[config.mk]
export PLATFORM = sky130hd
export DESIGN_NAME = lane_change_planner_top
export DESIGN_NICKNAME = d
export VERILOG_FILES = /design/src/rtl/lcp_pkg.sv /design/src/rtl/lane_change_planner_top.sv /design/src/rtl/lcp_ctrl.sv /design/src/rtl/lcp_dp.sv
export VERILOG_INCLUDE_DIRS = /design/src /design/src/rtl
export SDC_FILE = /design/constraint.sdc
export NUM_CORES = 2
export LEC_CHECK = 0
export ABC_AREA = 1
export ABC_CLOCK_PERIOD_IN_PS = 7700
export BUFFER_PORTS_ARGS = -buffer_cell sky130_fd_sc_hd__buf_2
export CELL_PAD_IN_SITES_DETAIL_PLACEMENT = 0
export CELL_PAD_IN_SITES_GLOBAL_PLACEMENT = 2
export CORE_ASPECT_RATIO = 0.7
export CORE_MARGIN = 2
export CORE_UTILIZATION = 25
export DETAILED_ROUTE_END_ITERATION = 7
export PLACE_DENSITY_LB_ADDON = 0.08
export REMOVE_ABC_BUFFERS = 1
export SLEW_MARGIN = 40
export SYNTH_ARGS = -nofsm -noshare
export SYNTH_HDL_FRONTEND = slang
export SYNTH_SLANG_ARGS = --single-unit
export TNS_END_PERCENT = 10
[constraint.sdc]
create_clock -name clk -period 7.7 [get_ports clk]
set_clock_uncertainty 0.1 [all_clocks]
set_input_delay 0 -clock clk [delete_from_list [all_inputs] [get_ports clk]]
set_output_delay 0 -clock clk [all_outputs]
set_load 0.02 [all_outputs]
[src/rtl/lane_change_planner_top_assert.svh]
// Assertion macros for the lane change planner.
// Each macro checks under clk with the synchronous active-low reset rst_n.
`ifndef LANE_CHANGE_PLANNER_TOP_ASSERT_SVH
`define LANE_CHANGE_PLANNER_TOP_ASSERT_SVH
`ifndef ASSERT_OFF
`define LCP_ASSERT_IMP(name, ante, cons) \
  name: assert property (@(posedge clk) disable iff (!rst_n) (ante) |-> (cons)) \
    else $error("lane change planner check failed");
`define LCP_ASSERT_NXT(name, ante, cons) \
  name: assert property (@(posedge clk) disable iff (!rst_n) (ante) |=> (cons)) \
    else $error("lane change planner check failed");
`else
`define LCP_ASSERT_IMP(name, ante, cons)
`define LCP_ASSERT_NXT(name, ante, cons)
`endif
`endif

[src/rtl/lcp_pkg.sv]
// ----------------------------------------------------------------------------
// lcp_pkg
// Shared types and constants of the lane change planner.
// ----------------------------------------------------------------------------
package lcp_pkg;

  // Field widths.
  localparam int SPD_W  = 14;
  localparam int GAP_W  = 22;
  localparam int CFG_W  = 21;
  localparam int IDX_W  = 3;
  localparam int IN_W   = 112;
  localparam int OUT_W  = 24;

  // Constants.
  localparam logic [GAP_W-1:0] FAR_GAP       = 22'd2560000;
  localparam logic [SPD_W-1:0] SPEED_CAP     = 14'd16383;
  localparam logic [SPD_W-1:0] MAX_SPEED_RST = 14'd5504;
  localparam int               ROOT_STEPS    = 16;

  // Configuration register indexes.
  localparam logic [IDX_W-1:0] CFG_MAX_SPEED   = 3'd0;
  localparam logic [IDX_W-1:0] CFG_LANE_COUNT  = 3'd1;
  localparam logic [IDX_W-1:0] CFG_FOLLOW_GAP  = 3'd2;
  localparam logic [IDX_W-1:0] CFG_REAR_GAP    = 3'd3;
  localparam logic [IDX_W-1:0] CFG_CLEAR_GAP   = 3'd4;
  localparam logic [IDX_W-1:0] CFG_SLOW_FACTOR = 3'd5;
  localparam logic [IDX_W-1:0] CFG_SETTLE_BAND = 3'd6;

  // Plan modes.
  localparam logic [1:0] MODE_KEEP    = 2'd0;
  localparam logic [1:0] MODE_PREPARE = 2'd1;
  localparam logic [1:0] MODE_CHANGE  = 2'd2;
  localparam logic [1:0] MODE_SETTLE  = 2'd3;

  // Lane table read selects.
  localparam logic [1:0] RD_REP = 2'd0;
  localparam logic [1:0] RD_LO  = 2'd1;
  localparam logic [1:0] RD_HI  = 2'd2;
  localparam logic [1:0] RD_NOW = 2'd3;

  // Commands from the controller to the datapath.
  typedef struct packed {
    logic       accept;
    logic       mul;
    logic       sum;
    logic       step;
    logic       upd;
    logic       score;
    logic       dec;
    logic       load;
    logic [1:0] rd_sel;
  } lcp_cmd_t;

  // Status from the datapath to the controller.
  typedef struct packed {
    logic rep_go;
    logic last;
    logic out_free;
  } lcp_sts_t;

endpackage

[src/rtl/lane_change_planner_top.sv]
// ----------------------------------------------------------------------------
// lane_change_planner_top
// Lane change planner: per-frame nearest car tables and a four-mode plan.
// ----------------------------------------------------------------------------
// Flow: a new beat is taken only once the last one is through; a car report
// runs the bit-serial square root (16 steps) for its speed before its update.
// A closing beat goes on through scoring and decision before its result beat
// shows; the result waits in a register and only the next
// closing beat stalls behind it.
// Reset: rst_n is synchronous, active low; it restores register defaults,
// clears the lane tables to far gaps and puts the plan in keep mode.
`include "lane_change_planner_top_assert.svh"

module lane_change_planner_top #(
  parameter int MAX_LANES    = 4,
  parameter int LANE_WIDTH_M = 4
) (
  input  logic                      clk,
  input  logic                      rst_n,
  input  logic                      in_tvalid,
  output logic                      in_tready,
  // ego_s[20:0], ego_d[36:21], other_s[57:37], other_d[73:58],
  // other_vx[89:74], other_vy[105:90], zero fill [111:106]
  input  logic [lcp_pkg::IN_W-1:0]  in_tdata,
  // report_valid[0]
  input  logic                      in_tuser,
  input  logic                      in_tlast,
  output logic                      out_tvalid,
  input  logic                      out_tready,
  // goal speed[13:0], lane_position[18:14], plan_mode[20:19],
  // goal_lane[22:21], zero fill [23]
  output logic [lcp_pkg::OUT_W-1:0] out_tdata,
  input  logic                      cfg_valid,
  output logic                      cfg_ready,
  input  logic [lcp_pkg::IDX_W-1:0] cfg_index,
  input  logic [lcp_pkg::CFG_W-1:0] cfg_data
);
  import lcp_pkg::*;

  lcp_cmd_t cmd;
  lcp_sts_t sts;

  assign cfg_ready = 1'b1;

  lcp_ctrl u_ctrl (
    .clk      (clk),
    .rst_n    (rst_n),
    .in_valid (in_tvalid),
    .in_ready (in_tready),
    .cmd      (cmd),
    .sts      (sts)
  );

  lcp_dp #(
    .MAX_LANES    (MAX_LANES),
    .LANE_WIDTH_M (LANE_WIDTH_M)
  ) u_dp (
    .clk       (clk),
    .rst_n     (rst_n),
    .cmd       (cmd),
    .sts       (sts),
    .in_data   (in_tdata),
    .in_user   (in_tuser),
    .in_last   (in_tlast),
    .cfg_we    (cfg_valid && cfg_ready),
    .cfg_idx   (cfg_index),
    .cfg_wdata (cfg_data),
    .out_valid (out_tvalid),
    .out_ready (out_tready),
    .out_data  (out_tdata)
  );

  // One beat at a time: the input closes right after a beat is taken.
  `LCP_ASSERT_NXT(a_one_beat, in_tvalid && in_tready, !in_tready)
  // A beat never produces its result in the very next cycle.
  `LCP_ASSERT_NXT(a_no_early_result, in_tvalid && in_tready && !out_tvalid, !out_tvalid)
  // The goal lane is always a lane of the table.
  `LCP_ASSERT_IMP(a_goal_range, out_tvalid, 32'(out_tdata[22:21]) < 32'(MAX_LANES))

endmodule

[src/rtl/lcp_ctrl.sv]
// ----------------------------------------------------------------------------
// lcp_ctrl
// Sequencer of the lane change planner: steps one item through check, for a report
// speed root and table update and, on a closing beat, the plan decision.
// ----------------------------------------------------------------------------
module lcp_ctrl (
  input  logic              clk,
  input  logic              rst_n,
  input  logic              in_valid,
  output logic              in_ready,
  output lcp_pkg::lcp_cmd_t cmd,
  input  lcp_pkg::lcp_sts_t sts
);
  import lcp_pkg::*;

  localparam logic [3:0] S_IDLE  = 4'd0;
  localparam logic [3:0] S_CHK   = 4'd1;
  localparam logic [3:0] S_MUL   = 4'd2;
  localparam logic [3:0] S_SUM   = 4'd3;
  localparam logic [3:0] S_ROOT  = 4'd4;
  localparam logic [3:0] S_UPD   = 4'd5;
  localparam logic [3:0] S_SC_LO = 4'd6;
  localparam logic [3:0] S_SC_HI = 4'd7;
  localparam logic [3:0] S_SC_NW = 4'd8;
  localparam logic [3:0] S_DEC   = 4'd9;
  localparam logic [3:0] S_OUT   = 4'd10;

  localparam int CNT_W = $clog2(ROOT_STEPS);

  logic [3:0]       state_r, state_nxt;
  logic [CNT_W-1:0] cnt_r, cnt_nxt;

  assign in_ready = (state_r == S_IDLE);

  // Next state and commands.
  always_comb begin
    state_nxt  = state_r;
    cnt_nxt    = cnt_r;
    cmd        = '0;
    cmd.rd_sel = RD_REP;
    case (state_r)
      S_IDLE: begin
        if (in_valid) begin
          cmd.accept = 1'b1;
          state_nxt  = S_CHK;
        end
      end
      S_CHK: begin
        if (sts.rep_go) state_nxt = S_MUL;
        else if (sts.last) state_nxt = S_SC_LO;
        else state_nxt = S_IDLE;
      end
      S_MUL: begin
        cmd.mul   = 1'b1;
        state_nxt = S_SUM;
      end
      S_SUM: begin
        cmd.sum   = 1'b1;
        cnt_nxt   = '0;
        state_nxt = S_ROOT;
      end
      S_ROOT: begin
        cmd.step = 1'b1;
        cnt_nxt  = cnt_r + 1'b1;
        if (cnt_r == CNT_W'(ROOT_STEPS - 1)) state_nxt = S_UPD;
      end
      S_UPD: begin
        cmd.upd   = 1'b1;
        state_nxt = sts.last ? S_SC_LO : S_IDLE;
      end
      S_SC_LO: begin
        cmd.score  = 1'b1;
        cmd.rd_sel = RD_LO;
        state_nxt  = S_SC_HI;
      end
      S_SC_HI: begin
        cmd.score  = 1'b1;
        cmd.rd_sel = RD_HI;
        state_nxt  = S_SC_NW;
      end
      S_SC_NW: begin
        cmd.score  = 1'b1;
        cmd.rd_sel = RD_NOW;
        state_nxt  = S_DEC;
      end
      S_DEC: begin
        cmd.dec   = 1'b1;
        state_nxt = S_OUT;
      end
      S_OUT: begin
        if (sts.out_free) begin
          cmd.load  = 1'b1;
          state_nxt = S_IDLE;
        end
      end
      default: state_nxt = S_IDLE;
    endcase
  end

  // State registers.
  always_ff @(posedge clk) begin
    if (!rst_n) begin
      state_r <= S_IDLE;
      cnt_r   <= '0;
    end else begin
      state_r <= state_nxt;
      cnt_r   <= cnt_nxt;
    end
  end

endmodule

[src/rtl/lcp_dp.sv]
// ----------------------------------------------------------------------------
// lcp_dp
// Datapath of the lane change planner: configuration registers, per-lane
// gap tables, bit-serial speed root, plan state and the result register.
// ----------------------------------------------------------------------------
module lcp_dp #(
  parameter int MAX_LANES    = 4,
  parameter int LANE_WIDTH_M = 4
) (
  input  logic                        clk,
  input  logic                        rst_n,
  input  lcp_pkg::lcp_cmd_t           cmd,
  output lcp_pkg::lcp_sts_t           sts,
  input  logic [lcp_pkg::IN_W-1:0]    in_data,
  input  logic                        in_user,
  input  logic                        in_last,
  input  logic                        cfg_we,
  input  logic [lcp_pkg::IDX_W-1:0]   cfg_idx,
  input  logic [lcp_pkg::CFG_W-1:0]   cfg_wdata,
  output logic                        out_valid,
  input  logic                        out_ready,
  output logic [lcp_pkg::OUT_W-1:0]   out_data
);
  import lcp_pkg::*;

  localparam int LW    = (MAX_LANES > 1) ? $clog2(MAX_LANES) : 1;
  localparam int OFF_W = $clog2(LANE_WIDTH_M + 1);
  localparam int LW256 = LANE_WIDTH_M * 256;

  // Configuration registers.
  logic [SPD_W-1:0] max_speed_r;
  logic [2:0]       lane_count_r;
  logic [20:0]      follow_gap_r, rear_gap_r, clear_gap_r;
  logic [8:0]       slow_factor_r;
  logic [11:0]      settle_band_r;

  always_ff @(posedge clk) begin
    if (!rst_n) begin
      max_speed_r   <= MAX_SPEED_RST;
      lane_count_r  <= 3'd3;
      follow_gap_r  <= 21'd7680;
      rear_gap_r    <= 21'd2560;
      clear_gap_r   <= 21'd10240;
      slow_factor_r <= 9'd205;
      settle_band_r <= 12'd256;
    end else if (cfg_we) begin
      case (cfg_idx)
        CFG_MAX_SPEED:   max_speed_r   <= cfg_wdata[SPD_W-1:0];
        CFG_LANE_COUNT:  lane_count_r  <= cfg_wdata[2:0];
        CFG_FOLLOW_GAP:  follow_gap_r  <= cfg_wdata;
        CFG_REAR_GAP:    rear_gap_r    <= cfg_wdata;
        CFG_CLEAR_GAP:   clear_gap_r   <= cfg_wdata;
        CFG_SLOW_FACTOR: slow_factor_r <= cfg_wdata[8:0];
        CFG_SETTLE_BAND: settle_band_r <= cfg_wdata[11:0];
        default: ;
      endcase
    end
  end

  // Lanes in use, clamped to one through MAX_LANES.
  logic [3:0] used;
  always_comb begin
    if (lane_count_r == 3'd0) used = 4'd1;
    else if (4'(lane_count_r) > 4'(MAX_LANES)) used = 4'(MAX_LANES);
    else used = 4'(lane_count_r);
  end

  // Beat capture.
  logic [20:0]        ego_s_q, oth_s_q;
  logic signed [15:0] ego_d_q, oth_d_q, vx_q, vy_q;
  logic               rep_q, last_q;

  always_ff @(posedge clk) begin
    if (cmd.accept) begin
      ego_s_q <= in_data[20:0];
      ego_d_q <= in_data[36:21];
      oth_s_q <= in_data[57:37];
      oth_d_q <= in_data[73:58];
      vx_q    <= in_data[89:74];
      vy_q    <= in_data[105:90];
      rep_q   <= in_user;
      last_q  <= in_last;
    end
  end

  // Report lane: the lateral offset in whole metres is compared against
  // multiples of the lane width; slightly negative offsets count as lane 0.
  logic [7:0]    d8;
  logic [LW-1:0] rep_lane;
  logic          lane_ok;
  always_comb begin
    d8       = {1'b0, oth_d_q[14:8]};
    rep_lane = '0;
    for (int k = 1; k < MAX_LANES; k++) begin
      if (d8 >= 8'(k * LANE_WIDTH_M)) rep_lane = LW'(k);
    end
    if (oth_d_q < 0) begin
      rep_lane = '0;
      lane_ok  = (int'(oth_d_q) > -LW256);
    end else begin
      lane_ok  = (d8 < 8'(used) * 8'(LANE_WIDTH_M));
    end
  end

  // Plan state.
  logic [1:0]       mode_r;
  logic [LW-1:0]    now_r, goal_r;
  logic [OFF_W-1:0] off_r;
  logic [SPD_W-1:0] sg_r;
  logic             open_r, skip_r;

  // Per-lane tables, read through one index at a time.
  logic [GAP_W-1:0] ahead_gap_r [MAX_LANES];
  logic [SPD_W-1:0] ahead_spd_r [MAX_LANES];
  logic [GAP_W-1:0] behind_gap_r[MAX_LANES];

  logic [LW-1:0]    rd_idx;
  logic             rd_ok;
  logic [LW:0]      now_p1;
  always_comb begin
    now_p1 = {1'b0, now_r} + 1'b1;
    case (cmd.rd_sel)
      RD_REP: begin
        rd_idx = rep_lane;
        rd_ok  = 1'b1;
      end
      RD_LO: begin
        rd_idx = now_r - 1'b1;
        rd_ok  = (now_r != '0) && (4'(now_r) <= used);
      end
      RD_HI: begin
        rd_idx = now_p1[LW-1:0];
        rd_ok  = (4'(now_p1) < used);
      end
      RD_NOW: begin
        rd_idx = now_r;
        rd_ok  = 1'b1;
      end
      default: begin
        rd_idx = now_r;
        rd_ok  = 1'b1;
      end
    endcase
  end

  logic [GAP_W-1:0] rd_ag, rd_bg;
  logic [SPD_W-1:0] rd_as, rd_score;
  assign rd_ag = ahead_gap_r[rd_idx];
  assign rd_bg = behind_gap_r[rd_idx];
  assign rd_as = ahead_spd_r[rd_idx];

  // Lane score of the entry on the read index.
  always_comb begin
    if (!rd_ok) rd_score = '0;
    else if (rd_bg <= GAP_W'(rear_gap_r) || rd_ag <= GAP_W'(follow_gap_r)) rd_score = '0;
    else if (rd_ag <= GAP_W'(clear_gap_r)) rd_score = rd_as;
    else rd_score = max_speed_r;
  end

  // Speed root: squares, sum, then one result bit a cycle.
  logic signed [31:0] vx2_r, vy2_r;
  logic [31:0]        sq_r;
  logic [17:0]        rem_r, rem_sh, trial;
  logic [15:0]        root_r;
  logic [SPD_W-1:0]   rep_spd;

  assign rem_sh  = {rem_r[15:0], sq_r[31:30]};
  assign trial   = {root_r, 2'b01};
  assign rep_spd = (root_r > 16'(SPEED_CAP)) ? SPEED_CAP : root_r[SPD_W-1:0];

  always_ff @(posedge clk) begin
    if (cmd.mul) begin
      vx2_r <= vx_q * vx_q;
      vy2_r <= vy_q * vy_q;
    end
    if (cmd.sum) begin
      sq_r   <= $unsigned(vx2_r) + $unsigned(vy2_r);
      rem_r  <= '0;
      root_r <= '0;
    end else if (cmd.step) begin
      sq_r <= {sq_r[29:0], 2'b00};
      if (rem_sh >= trial) begin
        rem_r  <= rem_sh - trial;
        root_r <= {root_r[14:0], 1'b1};
      end else begin
        rem_r  <= rem_sh;
        root_r <= {root_r[14:0], 1'b0};
      end
    end
  end

  // Signed distance along the road and its magnitude.
  logic signed [21:0] s_gap;
  logic [GAP_W-1:0]   dist_abs;
  assign s_gap    = $signed({1'b0, oth_s_q}) - $signed({1'b0, ego_s_q});
  assign dist_abs = (s_gap > 0) ? GAP_W'(s_gap) : GAP_W'(-s_gap);

  // Table writes: clear on the start of an unskipped frame, nearest car update on a report.
  always_ff @(posedge clk) begin
    if (!rst_n) begin
      for (int i = 0; i < MAX_LANES; i++) begin
        ahead_gap_r[i]  <= FAR_GAP;
        ahead_spd_r[i]  <= MAX_SPEED_RST;
        behind_gap_r[i] <= FAR_GAP;
      end
    end else if (cmd.accept && !open_r && sg_r != '0) begin
      for (int i = 0; i < MAX_LANES; i++) begin
        ahead_gap_r[i]  <= FAR_GAP;
        ahead_spd_r[i]  <= max_speed_r;
        behind_gap_r[i] <= FAR_GAP;
      end
    end else if (cmd.upd) begin
      if (s_gap > 0) begin
        if (dist_abs < rd_ag) begin
          ahead_gap_r[rd_idx] <= dist_abs;
          ahead_spd_r[rd_idx] <= rep_spd;
        end
      end else if (dist_abs < rd_bg) begin
        behind_gap_r[rd_idx] <= dist_abs;
      end
    end
  end

  // Scores of the neighbor lanes and the own lane state.
  logic [SPD_W-1:0] sc_lo_r, sc_hi_r, spd_now_r;
  logic             free_now_r;
  always_ff @(posedge clk) begin
    if (cmd.score) begin
      case (cmd.rd_sel)
        RD_LO: sc_lo_r <= rd_score;
        RD_HI: sc_hi_r <= rd_score;
        RD_NOW: begin
          spd_now_r  <= rd_as;
          free_now_r <= (rd_ag >= GAP_W'(follow_gap_r));
        end
        default: ;
      endcase
    end
  end

  // Lateral target in metres.
  logic [7:0] pos;
  assign pos = 8'(LANE_WIDTH_M) * 8'(now_r) + 8'(off_r);

  // Settle window around the lane target.
  logic in_band;
  always_comb begin
    in_band = (int'(pos) * 256 - int'(settle_band_r) < int'(ego_d_q)) &&
              (int'(ego_d_q) < int'(pos) * 256 + int'(settle_band_r));
  end

  // Prepare step: pick the best of left, own and right.
  logic [SPD_W-1:0] best;
  logic [LW-1:0]    pick;
  logic [22:0]      slow_prod;
  logic [14:0]      slow;
  always_comb begin
    best = '0;
    pick = goal_r;
    if (sc_lo_r > best) begin
      pick = now_r - 1'b1;
      best = sc_lo_r;
    end
    if (sg_r > best) begin
      pick = now_r;
      best = sg_r;
    end
    if (sc_hi_r > best) begin
      pick = now_p1[LW-1:0];
    end
    slow_prod = 23'(sg_r) * 23'(slow_factor_r);
    slow      = slow_prod[22:8];
  end

  // Frame flags and plan step.
  always_ff @(posedge clk) begin
    if (!rst_n) begin
      mode_r <= MODE_KEEP;
      now_r  <= LW'(1);
      goal_r <= LW'(1);
      off_r  <= OFF_W'(LANE_WIDTH_M / 2);
      sg_r   <= MAX_SPEED_RST;
      open_r <= 1'b0;
      skip_r <= 1'b0;
    end else if (cmd.accept) begin
      if (!open_r) begin
        open_r <= 1'b1;
        skip_r <= (sg_r == '0);
      end
    end else if (cmd.dec) begin
      open_r <= 1'b0;
      skip_r <= 1'b0;
      if (skip_r) begin
        sg_r <= max_speed_r;
      end else begin
        case (mode_r)
          MODE_KEEP: begin
            if (free_now_r) begin
              sg_r <= max_speed_r;
            end else begin
              sg_r <= spd_now_r;
              if (sc_lo_r > spd_now_r || sc_hi_r > spd_now_r) mode_r <= MODE_PREPARE;
            end
          end
          MODE_PREPARE: begin
            goal_r <= pick;
            if (pick == now_r) begin
              mode_r <= MODE_KEEP;
            end else begin
              sg_r   <= (slow > 15'(SPEED_CAP)) ? SPEED_CAP : slow[SPD_W-1:0];
              mode_r <= MODE_CHANGE;
            end
          end
          MODE_CHANGE: begin
            off_r  <= (goal_r < now_r) ? OFF_W'(LANE_WIDTH_M) : '0;
            now_r  <= goal_r;
            mode_r <= MODE_SETTLE;
          end
          default: begin
            if (in_band) begin
              now_r  <= goal_r;
              off_r  <= OFF_W'(LANE_WIDTH_M / 2);
              mode_r <= MODE_KEEP;
            end
          end
        endcase
      end
    end
  end

  // Result register.
  logic             out_valid_r;
  logic [OUT_W-1:0] out_data_r;
  always_ff @(posedge clk) begin
    if (!rst_n) out_valid_r <= 1'b0;
    else if (cmd.load) out_valid_r <= 1'b1;
    else if (out_ready) out_valid_r <= 1'b0;
  end

  always_ff @(posedge clk) begin
    if (cmd.load) begin
      out_data_r <= {1'b0, 2'(goal_r), mode_r, pos[4:0], sg_r};
    end
  end

  assign out_valid    = out_valid_r;
  assign out_data     = out_data_r;
  assign sts.rep_go   = rep_q && !skip_r && lane_ok;
  assign sts.last     = last_q;
  assign sts.out_free = !out_valid_r || out_ready;

endmodule

==> flow_summary.yaml <==
worst_setup_path:
  endpoint_kind: "flip-flop"
  crit_fanout: 15
  cp.arrival_ps: 7070
  path_class: "reg2reg"
  cp_data_required_time_ps: 8030
  cp-start-kind: "flip-flop"
job:
  maxCapViolations: 0
yosys:
  yosysSeqAreaShare_pct: 31.8
  synth-edff-count: 499
  synth.distinct_cells: 58
  synthTopCellsByArea: "edfxtp_1 26%, fa_1 20%, ha_1 11%, inv_1 9.7%, nand2_1 8.5%"
  yosys.area.top_type: "edfxtp_1"
  netlist_area_mm2: 0.0576
  yosysMostFrequentCell: "inv_1"
  yosys_warnings: 0
  yosys_most_used_dff: "edfxtp_1"
  avgSynthCellArea_um2: 8.69
  syn_inst: 6630
  synthArstFlopShare_pct: 0
  synthTopCellsByCount: "1491 x inv_1, 1300 x nand2_1, 567 x fa_1"
  yosysTopAreaCellShare_pct: 26.0
  synth_seq_cells: 665
grt:
  grt_pass1_vias: 45300
  grt.total_usage_pct: 17.0
  overflow: 0
  grt_max_degree: 64
  grt_antenna_before_repair: 14
  grt_pass1_wl_um: 298000
worst_hold_path:
  hold_path_class: "in2reg"
clock_network:
  cts_made_buffers: 83
  clk_path_buf_depth: 3
  cts.clk_slew.worst_paths_ps: 70
  cts_tree: "yes"
  cts-resized-gates: 0
  ctsRootBufferMaster: "clkbuf_16"
  insertion_delay_ps: 700
  clock_sinks: 665
  htree_levels: 3
sta:
  post-route-period-util_pct: 87.6
  hold_slack_ps: 56.8
  setup_viol: 0
  max_freq_mhz: 148
  grt_setup_unrepaired: "false"
  period_needed_ps: 6740
  final.setup.tns_ps: 0
  worst_pin_slew_ps: 852
  slew_violations: 0
  max-slew-margin-rel_pct: 43.2
  hold_viol_final: 0
routing:
  routed_wl_um: 196000
  vias: 43800
  antenna_left: 0
  drt_iter0_markers: 2419
  wire_per_inst_um: 19.2
  drt_first_pass_iters: 5
  drt-vias-per-instance: 4.28
  post-route-drc-count: 0
cells_and_area:
  nFillCells: 24500
  syn_to_final_growth_pct: 18.1
  nNetsFinal: 8289
  final_area_mm2: 0.0681
  drive_gt1_share_pct: 7.05
floorplanning:
  rows: 147
  fp.dieH_um: 406
  core_area_mm2: 0.229
  start_util_pct: 25.1
  dieArea_mm2: 0.235
  ios: 170
  die_width_um: 578
place:
  postPlaceCellArea_mm2: 0.0629
  io_buffers: 160
  gp_congestion: 0.775
  dp_hpwl_um: 154000
status:
  outcome: "completed"
==> state kept, by name, indices dropped and copies added (netlist names), 16 cells and up <==
name,count
u_dp.vx2_r,31
u_dp.vy2_r,31
u_dp.root_r,16
u_dp.ego_d_q,16
u_dp.rear_gap_r,21
u_dp.follow_gap_r,21
u_dp.ahead_spd_r,56
u_dp.vx_q,16
u_dp.sq_r,32
u_dp.ahead_gap_r,88
u_dp.behind_gap_r,88
u_dp.oth_s_q,21
u_dp.out_data,22
u_dp.ego_s_q,21
u_dp.clear_gap_r,21
u_dp.oth_d_q,16
u_dp.vy_q,16
u_dp.rem_r,16
==> layout by cell type, fill, tap and decap left out, types with 22 or more instances in the layout <==
master | synthesis | routed
a22oi_1 | 78 | 78
dlygate4sd3_1 | 0 | 251
inv_1 | 1491 | 1486
nand4_1 | 69 | 69
o211ai_1 | 35 | 35
xnor2_1 | 54 | 54
nor3_1 | 37 | 36
a31oi_1 | 22 | 22
o21ai_0 | 276 | 276
buf_4 | 9 | 141
a21oi_1 | 352 | 351
edfxtp_1 | 499 | 499
clkinv_1 | 7 | 25
nand3_1 | 196 | 196
buf_2 | 14 | 159
xor2_1 | 89 | 89
o221ai_1 | 30 | 30
or2_2 | 22 | 22
clkbuf_16 | 0 | 83
dfxtp_1 | 166 | 163
ha_1 | 488 | 486
nor2_1 | 470 | 464
fa_1 | 567 | 567
nand2_1 | 1300 | 1295
nand3b_1 | 24 | 24
==> logic make-up (layout without fill, tap and decap cells) <==
kind of cell,Yosys count,in the layout,synth area share [%]
AO/OA/AOI/OAI,915,915,9.32
other,2,9,0.0130
adder cells (fa/ha/maj),1055,1055,30.3
buffers and inverters,1692,2220,11.1
AND/OR/NAND/NOR,2158,2158,15.3
XOR/XNOR,143,143,2.17
flip-flops,665,665,31.8
==> critical path: stages, from the launching register on <==
cell      delay, ps
edfxtp_1        780
nand2_1         260
inv_1           140
fa_1            480
fa_1            550
inv_1           300
fa_1            510
fa_1            570
fa_1            440
fa_1            490
inv_1            50
ha_1            360
nand2_1         150
nor4_1          360
nand2_1          90
o211ai_1        330
nand3_1         110
nand2_1         110
a31oi_1          90
xor2_1          170
==> cell type report <==
| class | instances | area [µm²] | area share, % |
|---|---|---|---|
| clock buffers | 103 | 2160 | 3.18 |
| clock inverters | 50 | 528 | 0.775 |
| repair buffers | 565 | 4620 | 6.78 |
| inverters | 1502 | 5640 | 8.29 |
| well taps | 3054 | 3820 | 5.61 |
| multi-input cells | 4274 | 33000 | 48.5 |
| flip-flops and latches | 665 | 18300 | 26.9 |
| diodes | 6 | 15.0 | 0.0220 |
==> path summary, 6_finish.rpt <==
kind | from | end | slack [ps] | cells past startpoint
worst max-delay path | u_dp.vx_q[15] | u_dp.vx2_r[29] | 960 | 19
worst min-delay path | in_tdata[73] | u_dp.oth_d_q[15] | 60 | 2
worst max register to register | u_dp.vx_q[15] | u_dp.vx2_r[29] | 960 | 19
worst min register to register | u_dp.rem_r[15] | u_dp.rem_r[15] | 360 | 2
==> metal layers <==
metal	track usage [%]	vias to the layer above	part of all wire, %
met5	0	-	0.013
met4	2.64	4	1.4
met3	1.63	140	3.0
met2	23.3	561	38
met1	28.1	21100	57
li1	-	22000	-
==> through the flow <==
step                std cells  setup slack (ps)  utilization, %
detailed placement       9808               925            27.4
global route            10200               466            29.7
floorplan                6441             -1250               -
finish                  10200               956            29.7
CTS                     10200               885            29.7
global placement         9806               982            27.4
==> what timing repair did <==
| item | 4_1_cts | 5_1_grt |
|---|---|---|
| buffers inserted | 0 | 0 |
| endpoints found under the hold margin | 283 | 0 |
| hold buffers | 251 | 0 |
Power is left out: the tool's default activity adds up to more than one toggle a clock period on the data nets, which glitch-free logic cannot reach.
